===== src/sv/sats_pkg.sv =====
`timescale 1ns / 1ps
`default_nettype none

package sats_pkg;

	// Default grid limits
	localparam int SATS_MAX_WIDTH  = 64;
	localparam int SATS_MAX_HEIGHT = 64;

	// Field widths
	localparam int OP_W        = 2;
	localparam int IDX_W       = 12;
	localparam int GEN_W       = 32;
	localparam int LIVE_W      = 13;
	localparam int CFG_DATA_W  = 7;
	localparam int CFG_INDEX_W = 1;

	// Operation codes
	localparam logic [OP_W-1:0] OP_LOAD    = 2'd0;
	localparam logic [OP_W-1:0] OP_READ    = 2'd1;
	localparam logic [OP_W-1:0] OP_ADVANCE = 2'd2;

	// Register indexes
	localparam logic [CFG_INDEX_W-1:0] REG_GRID_WIDTH  = 1'b0;
	localparam logic [CFG_INDEX_W-1:0] REG_GRID_HEIGHT = 1'b1;

	localparam logic [CFG_DATA_W-1:0] GRID_DIM_RESET = 7'd64;
	localparam logic [LIVE_W-1:0]     LIVE_MAX       = 13'h1FFF;
	localparam logic [3:0]            BIRTH_COUNT    = 4'd2;

	// Row slots of one window column, in read order
	localparam logic [1:0] SLOT_UP  = 2'd0;
	localparam logic [1:0] SLOT_MID = 2'd1;
	localparam logic [1:0] SLOT_DN  = 2'd2;

	typedef struct packed {
		logic [OP_W-1:0]  operation;
		logic [IDX_W-1:0] cell_index;
		logic             load_value;
	} sats_request_t;

	typedef struct packed {
		logic              cell_value;
		logic [GEN_W-1:0]  generation;
		logic [LIVE_W-1:0] live_cells;
	} sats_result_t;

	// Sequencer to window: one read in flight
	typedef struct packed {
		logic       capture;
		logic [1:0] slot;
		logic       emit;
	} sats_win_ctl_t;

	// Window to sequencer: next-generation cell ready to write
	typedef struct packed {
		logic emit;
		logic live;
	} sats_win_out_t;

endpackage

`default_nettype wire


===== src/sv/sats_rule.sv =====
`timescale 1ns / 1ps
`default_nettype none

module sats_rule import sats_pkg::*; (
	input  wire logic          clk,
	input  wire logic          arst_n,
	input  wire sats_win_ctl_t ctl,
	input  wire logic          cell_bit,
	output sats_win_out_t      win_out
);

	// Column bits: [2] row above, [1] own row, [0] row below
	logic       up_q;
	logic       mid_q;
	logic [2:0] col_l_q;
	logic [2:0] col_m_q;
	logic [2:0] col_r_q;
	logic       emit_s2;
	logic [3:0] nbr;

	// Gather one column, then slide the 3x3 window
	always_ff @(posedge clk) begin
		if (ctl.capture) begin
			case (ctl.slot)
				SLOT_UP: begin
					up_q <= cell_bit;
				end
				SLOT_MID: begin
					mid_q <= cell_bit;
				end
				default: begin
					col_l_q <= col_m_q;
					col_m_q <= col_r_q;
					col_r_q <= {up_q, mid_q, cell_bit};
				end
			endcase
		end
	end

	always_ff @(posedge clk or negedge arst_n) begin
		if (!arst_n) begin
			emit_s2 <= 1'b0;
		end else begin
			emit_s2 <= ctl.capture && (ctl.slot == SLOT_DN) && ctl.emit;
		end
	end

	// B2/S: dead center with exactly two live neighbors is born
	assign nbr = 4'(col_l_q[2]) + 4'(col_l_q[1]) + 4'(col_l_q[0])
		+ 4'(col_m_q[2]) + 4'(col_m_q[0])
		+ 4'(col_r_q[2]) + 4'(col_r_q[1]) + 4'(col_r_q[0]);

	assign win_out.emit = emit_s2;
	assign win_out.live = !col_m_q[1] && (nbr == BIRTH_COUNT);

endmodule

`default_nettype wire


===== config.mk =====
export PLATFORM = sky130hd
export DESIGN_NAME = sats_rule
export DESIGN_NICKNAME = d
export VERILOG_FILES = /design/src/sv/sats_pkg.sv /design/src/sv/sats_rule.sv
export SDC_FILE = /design/constraint.sdc
export NUM_CORES = 1
export LEC_CHECK = 0
export BUFFER_PORTS_ARGS = -buffer_cell sky130_fd_sc_hd__buf_2
export CAP_MARGIN = 40
export CORE_AREA = 2 2 39 41
export CTS_CLUSTER_SIZE = 25
export DETAILED_ROUTE_END_ITERATION = 12
export DIE_AREA = 0 0 41 43
export PLACE_DENSITY = 0.71
export SYNTH_ARGS = -nofsm -noshare
export SYNTH_HDL_FRONTEND = slang
export SYNTH_SLANG_ARGS = --single-unit

===== constraint.sdc =====
create_clock -name clk -period 3.9 [get_ports clk]
set_clock_uncertainty 0.2 [all_clocks]
set_input_delay 0.78 -clock clk [delete_from_list [all_inputs] [get_ports clk]]
set_output_delay 0.78 -clock clk [all_outputs]
set_load 0.01 [all_outputs]

After elaboration in Yosys (flattened, before gate mapping). Cells that the tools add are included.

Flip-flop bits (word level): 12. Output and inout bits: 2. Word-level logic and storage cells: 26.

Add/subtract/negate cells: 7. Eq/ne operators: 3. Bitwise gates (word level): 1. Reduce and logical (&&, ||, !) cells: 9.

Operators by type and width (count): $add 4x1->4 (4); $reduce_and 2->1 (3); $add 3x1->4 (1); $eq 4x2->1 const B (1); $add 2x1->3 (1); $logic_and 1x1->1 (3); $add 1x1->2 (1); $eq 2x1->1 const B (1); $eq 2x2->1 const B (1); $logic_not 2->1 (1); $reduce_or 2->1 (1); $logic_not 1->1 (1); $not 1->1 (1).

Depth between registers and ports, before layout. Gate-level depths: netlist of the first run.

Depth in word-level cells: 9. Gate-level depth with buffers: 9. Depth with buffers taken out: 9.

Worst setup path after synthesis of the first run. Ideal clock, no wire load.

Path kind: register to output. From: reg col_l_q[0]. To: out win_out[0] in the netlist's numbering. Arrival time: 2.800 ns. Required time: 2.920 ns. Slack: 0.120 ns. Cell stages (with the launch flop): 10. Path buffers: 0. Cell sequence: edfxtp_1 -> inv_1 -> fa_1 -> fa_1 -> fa_1 -> inv_1 -> ha_1 -> fa_1 -> or2_1 -> a21oi_1.

RTL lines: start: declaration (line sats_rule.sv:15) `logic [2:0] col_l_q;`; start signal: assignment (line sats_rule.sv:32) `col_l_q <= col_m_q;`; end: declaration (line sats_rule.sv:9) `output sats_win_out_t win_out`.

==> results of run 1 <==
## logic make-up (layout without fill, tap and decap cells)
logic type / count (synthesis) / after routing / synth area share (%)
buf+inv: 12 / 24 / 8.39
simple gates: 8 / 8 / 8.60
fa+ha+maj: 7 / 7 / 20.2
compound gates: 2 / 2 / 1.72
flops: 12 / 12 / 61.1
## flip-flops by register name (all words and copies together), names as in the netlist
| register | count |
|---|---|
| col_l_q | 3 |
| emit_s2 | 1 |
| col_m_q | 3 |
| col_r_q | 3 |
| mid_q | 1 |
| up_q | 1 |
## routing by layer
metal  global-route usage (%)  wire length, µm  up-vias
met2                     17.2              348        8
met4                     10.0               10        0
met3                     4.71               35        2
met5                        0                0        -
met1                     11.3              278      150
li1                         -                -      156
## report_power, final
group | leakage (nW) | switching [mW] | internal [mW]
Combinational | 0.175 | 0.0192 | 0.0169
Clock | 0.0154 | 0.0356 | 0.0369
Sequential | 0.117 | 0.00149 | 0.145
## per-stage QoR
| stage | setup slack (ns) | instances |
|---|---|---|
| after floorplan | 0.120 | 41 |
| after global placement | 0.0149 | 64 |
| after detailed placement | -0.0436 | 64 |
| after CTS | -0.308 | 68 |
| after global routing | -0.390 | 69 |
| final | -0.247 | 69 |
## layout make-up
cell class	count	area [µm²]	share of cell area [%]
Multi-Input combinational cell	17	186	27.5
Tap cell	16	20.0	2.96
Clock inverter	1	3.75	0.555
Clock buffer	3	22.5	3.33
Sequential cell	12	355	52.5
Inverter	11	41.3	6.10
Timing Repair Buffer	9	47.5	7.02
## placed cells by master (no fill, tap or decap), types with 2 or more instances in the layout
cell,Yosys,final
and3b_1,2,2
buf_2,0,8
clkbuf_4,0,3
edfxtp_1,11,11
fa_1,4,3
ha_1,3,2
inv_1,11,10
## how the worst min path moves through the flow
stage                     startpoint    endpoint  slack, ns  depth (start not counted)
after floorplan                mid_q  col_r_q[1]       0.20                          0
after global placement          up_q  col_r_q[2]       0.21                          0
after detailed placement        up_q  col_r_q[2]       0.22                          0
after CTS                     arst_n     emit_s2       0.07                          1
after global routing          arst_n     emit_s2       0.06                          1
final                         arst_n     emit_s2       0.08                          1
## repair_timing
action / CTS / global route
endpoints found under the setup margin: 1 / 1
resized for setup: 3 / 1
setup buffers: 0 / 1
pin swaps: 2 / 2
==> impl_metrics.json, run 1 <==
{
  "insertedDiodeCount": 0,
  "clock-sinks": 12,
  "rows": 14,
  "start_util_pct": 42.0,
  "grt_antenna_before_repair": 0,
  "nets": 68,
  "synth_warnings": 0,
  "grt_pass1_vias": 319,
  "total_power_uw": 255,
  "wl_per_cell_um": 9.72,
  "area_growth_pct": 16.3,
  "hold_path_class": "primary input to asynchronous set/reset pin",
  "die_area_mm2": 0.00176,
  "reg2reg_to": "col_l_q[0]",
  "synth.net_count": 55,
  "grt_pass1_wl_um": 1240,
  "slew_headroom_pct": 71.7,
  "slew_viol_final": 0,
  "clk_pin_slew_worst_paths_ns": 0.07,
  "async_flop_share_pct": 8.33,
  "rrSetupSlack_ns": 2.91,
  "grt.overflow.total": 0,
  "final_area_um2": 677,
  "startpoint": "col_m_q[0]",
  "synth_cell_types": 14,
  "arrival_ns": 3.17,
  "cts_root_buf": "clkbuf_4",
  "hold_buffers": 0,
  "wirelength_um": 671,
  "cp_slowest_cell": "fa_1",
  "power.static_leakage_nw": 0.307,
  "fmax_mhz": 241,
  "drtIter0Drc": 3,
  "synth_area_per_cell_um2": 14.2,
  "firstDrtPassIters": 2,
  "ys_ff_latch": 12,
  "rsz0062_at_grt": "yes",
  "ff2ff_path_depth": 1,
  "setup_viol": 1,
  "cp.required_ns": 2.92,
  "finalCriticalPeriod_ns": 4.15,
  "num_io_pins": 9,
  "failed_checks": "negative setup slack",
  "start_kind": "flip-flop",
  "drc_errors": 0,
  "finalSetupTns_ns": -0.247,
  "path_max_fanout": 2,
  "h-tree-depth": 1,
  "placed_area_um2": 634,
  "crit_path_end_kind": "output port",
  "numPortBuffers": 8,
  "dr_total_vias": 316,
  "crit_family": "adder cells",
  "maxCapViolCount": 0,
  "status": "finished with violations",
  "powerDensity_mw_per_mm2": 377,
  "synth_top_area_share_pct": 56.8,
  "holdWs_ns": 0.0810,
  "dieHeight_um": 43,
  "ys_top_cells_by_count": "11 x edfxtp_1, 11 x inv_1, 4 x fa_1, 3 x ha_1",
  "tightestPinTransition_ns": 0.424,
  "synth.largest_area_cell": "edfxtp_1",
  "die_w_um": 41,
  "ir_drop_mv": 0.163,
  "vias_per_cell": 4.58,
  "cp-endpoint": "win_out[0]",
  "crit_path_max_incr_delay_ns": 0.56,
  "hold_viol": 0,
  "synth_seq_area_share_pct": 61.1,
  "insertion_delay_ns": 0.26,
  "grt_start_max_net_pins": 11,
  "period_share_pct": 106,
  "worst-path-stages": 10,
  "worstSetupPathType": "flip-flop to output port",
  "path_buf_inv": 3,
  "globalplace.congestion": 0.632,
  "synth_ff_type": "edfxtp_1",
  "track_usage_pct": 11.5,
  "detail-route-antenna-nets": 0,
  "crit_path_cell_trace": "inv_2 -> fa_1 -> fa_1 -> fa_1 -> inv_1 -> ha_2 -> fa_2 -> or2_1 -> a21oi_2 -> buf_2",
  "synth_edf_count": 11,
  "r2r_start": "col_m_q[0]",
  "cts_buffer_depth": 2,
  "dpl.hpwl_um": 567,
  "cts_tree": "yes",
  "syn_area_um2": 582,
  "setup_ws_ns": -0.247,
  "layout-drive-gt1-share_pct": 30.2,
  "syn_inst": 41,
  "numCtsBuffers": 3,
  "synth_area_leaders": "edfxtp_1 57%, fa_1 14%, inv_1 7.1%",
  "fill_cells": 133,
  "coreArea_mm2": 0.00138,
  "crit_path_frequent_cell": "fa_1",
  "post-route-util_pct": 48.9
}
Power figures use the tool's default switching activity.
==> inputs of run 2 (changes only) <==
--- a/config.mk
+++ b/config.mk
@@ -11,7 +11,9 @@
 export CTS_CLUSTER_SIZE = 25
 export DETAILED_ROUTE_END_ITERATION = 12
 export DIE_AREA = 0 0 41 43
+export GPL_ROUTABILITY_DRIVEN = 1
 export PLACE_DENSITY = 0.71
+export SKIP_CTS_REPAIR_TIMING = 1
 export SYNTH_ARGS = -nofsm -noshare
 export SYNTH_HDL_FRONTEND = slang
 export SYNTH_SLANG_ARGS = --single-unit
==> impl_metrics.json, run 2 (synthesized netlist as in run 1, its figures left out) <==
{
  "start_kind": "flip-flop",
  "dp_cells": 64,
  "worstSetupPathType": "flip-flop to output port",
  "finalCriticalPeriod_ns": 4.17,
  "start_util_pct": 42.0,
  "cts_tree": "yes",
  "vias_per_cell": 4.58,
  "powerDensity_mw_per_mm2": 378,
  "layout-drive-gt1-share_pct": 30.2,
  "coreArea_mm2": 0.00138,
  "path_buf_inv": 3,
  "hold_path_class": "primary input to asynchronous set/reset pin",
  "rsz0062_at_grt": "yes",
  "grt_pass1_vias": 315,
  "internal_power_uw": 199,
  "startpoint": "col_m_q[0]",
  "crit_family": "adder cells",
  "cp.required_ns": 2.92,
  "finalSetupTns_ns": -0.268,
  "switching_power_uw": 56.3,
  "die_w_um": 41,
  "grt_antenna_before_repair": 0,
  "grt_pass1_wl_um": 1190,
  "largestRegisters": "col_l_q: 3 flops, col_m_q: 3 flops, col_r_q: 3 flops",
  "globalplace.congestion": 0.632,
  "r2r_start": "col_m_q[0]",
  "holdWs_ns": 0.0810,
  "cts_buffer_depth": 2,
  "insertedDiodeCount": 0,
  "setup_ws_ns": -0.268,
  "setup_viol": 1,
  "dr_total_vias": 316,
  "track_usage_pct": 11.2,
  "comb_power_share_pct": 14.2,
  "dpl.hpwl_um": 567,
  "drc_errors": 0,
  "detail-route-antenna-nets": 0,
  "maxCapViolCount": 0,
  "arrival_ns": 3.19,
  "numPortBuffers": 8,
  "status": "finished with violations",
  "area_growth_pct": 16.3,
  "num_io_pins": 9,
  "slew_headroom_pct": 71.7,
  "crit_path_cell_trace": "inv_2 -> fa_1 -> fa_1 -> fa_1 -> inv_1 -> ha_2 -> fa_2 -> or2_1 -> a21oi_2 -> buf_2",
  "ir_drop_mv": 0.163,
  "slew_viol_final": 0,
  "wirelength_um": 678,
  "dieHeight_um": 43,
  "wl_per_cell_um": 9.83,
  "cp_slowest_cell": "fa_1",
  "power.static_leakage_nw": 0.307,
  "total_power_uw": 256,
  "seqPwrFrac_pct": 57.5,
  "crit_path_frequent_cell": "fa_1",
  "grt_start_max_net_pins": 11,
  "hold_viol": 0,
  "nets": 68,
  "swShare_pct": 22.0,
  "final_common_cell": "edfxtp_1",
  "crit_path_end_kind": "output port",
  "die_area_mm2": 0.00176,
  "crit_path_max_incr_delay_ns": 0.58,
  "firstDrtPassIters": 2,
  "grt.overflow.total": 0,
  "numCtsBuffers": 3,
  "path_max_fanout": 2,
  "h-tree-depth": 1,
  "drtIter0Drc": 3,
  "tightestPinTransition_ns": 0.424,
  "pwr-share-clk_pct": 28.4,
  "insertion_delay_ns": 0.26,
  "clock-sinks": 12,
  "rows": 14,
  "clk_pin_slew_worst_paths_ns": 0.07,
  "fmax_mhz": 240,
  "period_share_pct": 107,
  "cts_root_buf": "clkbuf_4",
  "dp_slack_ns": -0.0436,
  "final_cell_mix": "11 x edfxtp_1, 10 x inv_1, 8 x buf_2",
  "finalNonFillerCells": 69,
  "failed_checks": "negative setup slack"
}
## run 2: per-stage QoR
stage                     utilization (%)  cell area [µm²]
after detailed placement             45.8              634
after CTS                            47.7              661
final                                48.9              677
after global routing                 48.9              677
after floorplan                         -              582
after global placement               45.8              634
## run 2: per-layer routing
metal | global-route usage, % | part of all wire (%) | up-vias
li1 | - | - | 156
met1 | 10.3 | 42 | 150
met2 | 17.2 | 51 | 8
met3 | 4.71 | 5.2 | 2
met4 | 10.0 | 1.5 | 0
met5 | 0 | 0 | -
## run 2: worst paths after layout
path,end,slack (ns),depth (start not counted)
setup / recovery,win_out[0],-0.27,10
setup reg to reg,col_l_q[0],2.91,1
hold reg to reg,col_r_q[1],0.24,0
hold / removal,emit_s2,0.08,1
min in group clk,col_r_q[1],0.24,0
max in group asynchronous,emit_s2,3.34,1
## run 2: power groups by stage
stage / Sequential (mW) / Combinational, mW / Clock, mW
2_1_floorplan: 0.149 / 0.0244 / 0
3_3_place_gp: 0.149 / 0.0333 / 0
3_5_place_dp: 0.150 / 0.0351 / 0
4_1_cts: 0.147 / 0.0352 / 0.0780
5_1_grt: 0.147 / 0.0436 / 0.0832
6_report: 0.147 / 0.0362 / 0.0725
## run 2: final cells by class
class	instances	area (µm²)
Sequential cell	12	355
Fill cell	133	707
Clock inverter	1	3.75
Tap cell	16	20.0
Multi-Input combinational cell	17	186
Inverter	11	41.3
Timing Repair Buffer	9	47.5
Clock buffer	3	22.5
==> inputs of run 3 (changes only) <==
--- a/config.mk
+++ b/config.mk
@@ -12,7 +12,6 @@
 export DETAILED_ROUTE_END_ITERATION = 12
 export DIE_AREA = 0 0 41 43
 export GPL_ROUTABILITY_DRIVEN = 1
-export PLACE_DENSITY = 0.71
 export SKIP_CTS_REPAIR_TIMING = 1
 export SYNTH_ARGS = -nofsm -noshare
 export SYNTH_HDL_FRONTEND = slang
==> impl_metrics.json, run 3 (synthesized netlist as in run 1, its figures left out) <==
{
  "cts_tree": "yes",
  "grt_antenna_before_repair": 0,
  "cts_buffer_depth": 2,
  "placed_area_um2": 634,
  "numCtsBuffers": 3,
  "slew_headroom_pct": 71.9,
  "drc_errors": 0,
  "insertion_delay_ns": 0.27,
  "start_util_pct": 42.0,
  "rsz0062_at_grt": "yes",
  "power.static_leakage_nw": 0.313,
  "nets": 68,
  "multiInputGateArea_um2": 196,
  "final_area_um2": 697,
  "arrival_ns": 3.19,
  "coreArea_mm2": 0.00138,
  "slew_viol_final": 0,
  "crit_path_end_kind": "output port",
  "setup_ws_ns": -0.269,
  "rows": 14,
  "dieHeight_um": 43,
  "fill_cells": 121,
  "wl_per_cell_um": 10.6,
  "failed_checks": "negative setup slack",
  "grt_pass1_wl_um": 1230,
  "finalSetupTns_ns": -0.269,
  "firstDrtPassIters": 2,
  "h-tree-depth": 1,
  "hold_viol": 0,
  "grt.overflow.total": 0,
  "cts_root_buf": "clkbuf_4",
  "final_common_cell": "edfxtp_1",
  "worstSetupPathType": "flip-flop to output port",
  "hold_path_class": "primary input to asynchronous set/reset pin",
  "largestRegisters": "col_l_q: 3 flops, col_m_q: 3 flops, col_r_q: 3 flops",
  "powerDensity_mw_per_mm2": 408,
  "clock-sinks": 12,
  "fmax_mhz": 240,
  "start_kind": "flip-flop",
  "vias_per_cell": 4.54,
  "numPortBuffers": 8,
  "die_area_mm2": 0.00176,
  "path_max_fanout": 2,
  "grt_pass1_vias": 310,
  "insertedDiodeCount": 0,
  "ir_drop_mv": 0.299,
  "status": "finished with violations",
  "total_power_uw": 284,
  "period_share_pct": 107,
  "drtIter0Drc": 1,
  "die_w_um": 41,
  "finalCriticalPeriod_ns": 4.17,
  "tightestPinTransition_ns": 0.422,
  "maxCapViolCount": 0,
  "final_cell_mix": "11 x edfxtp_1, 9 x inv_1, 8 x buf_2",
  "clk_pin_slew_worst_paths_ns": 0.07,
  "detail-route-antenna-nets": 0,
  "area_growth_pct": 19.8,
  "ff_latch_area_um2": 355,
  "track_usage_pct": 11.5,
  "globalplace.congestion": 0.598,
  "layout-drive-gt1-share_pct": 34.0,
  "cp.required_ns": 2.92,
  "dr_total_vias": 313,
  "wirelength_um": 732,
  "dpl.hpwl_um": 534,
  "num_io_pins": 9,
  "grt_start_max_net_pins": 11,
  "setup_viol": 1
}
[run 3: cell count changes in the layout (fill, tap and decap cells not counted)]
cell      delta
ha_4         +1
ha_2         -1
inv_2        +1
clkinv_1     -1
clkbuf_8     +1
inv_1        -1
[run 3: through the flow]
stage | utilization, % | std cells | hold slack, ns | setup slack [ns]
floorplan | - | 41 | 0.200 | 0.120
global placement | 45.8 | 64 | 0.202 | 0.0186
detailed placement | 45.8 | 64 | 0.205 | -0.0229
CTS | 48.5 | 68 | 0.0601 | -0.330
global route | 50.4 | 69 | 0.0452 | -0.426
finish | 50.4 | 69 | 0.0691 | -0.269
[run 3: final timing paths]
path	startpoint	endpoint	slack [ns]	depth (start not counted)
setup / recovery	col_m_q[0]	win_out[0]	-0.27	10
hold reg to reg	mid_q	col_r_q[1]	0.22	0
setup reg to reg	col_m_q[0]	col_l_q[0]	2.91	1
max in group asynchronous	arst_n	emit_s2	3.35	1
hold / removal	arst_n	emit_s2	0.07	1
min in group clk	mid_q	col_r_q[1]	0.22	0
[run 3: layer usage]
metal | vias to the layer above | GRT usage (%) | wire (µm)
met3 | 2 | 7.85 | 37
met2 | 9 | 15.9 | 380
met4 | 0 | 8.00 | 10
li1 | 155 | - | -
met1 | 147 | 11.8 | 304
met5 | - | 0 | 0
[run 3: power breakdown]
part / switching, mW / leakage (nW) / internal (mW)
clock: 0.0392 / 0.0210 / 0.0567
combinational: 0.0218 / 0.175 / 0.0194
sequential: 0.00162 / 0.117 / 0.145
[run 3: cell type report]
class | instances | share of cell area, %
repair buffers | 9 | 6.82
flip-flops and latches | 12 | 51.0
well taps | 16 | 2.87
multi-input cells | 17 | 28.2
clock buffers | 4 | 5.21
inverters | 11 | 5.92
[run 3: worst max-delay path: stages (launching register included)]
cell,delay [ns]
edfxtp_1,0.40
inv_2,0.08
fa_1,0.43
fa_1,0.50
fa_1,0.51
inv_2,0.05
ha_4,0.15
fa_2,0.52
nand2_1,0.06
a21oi_2,0.09
buf_2,0.13
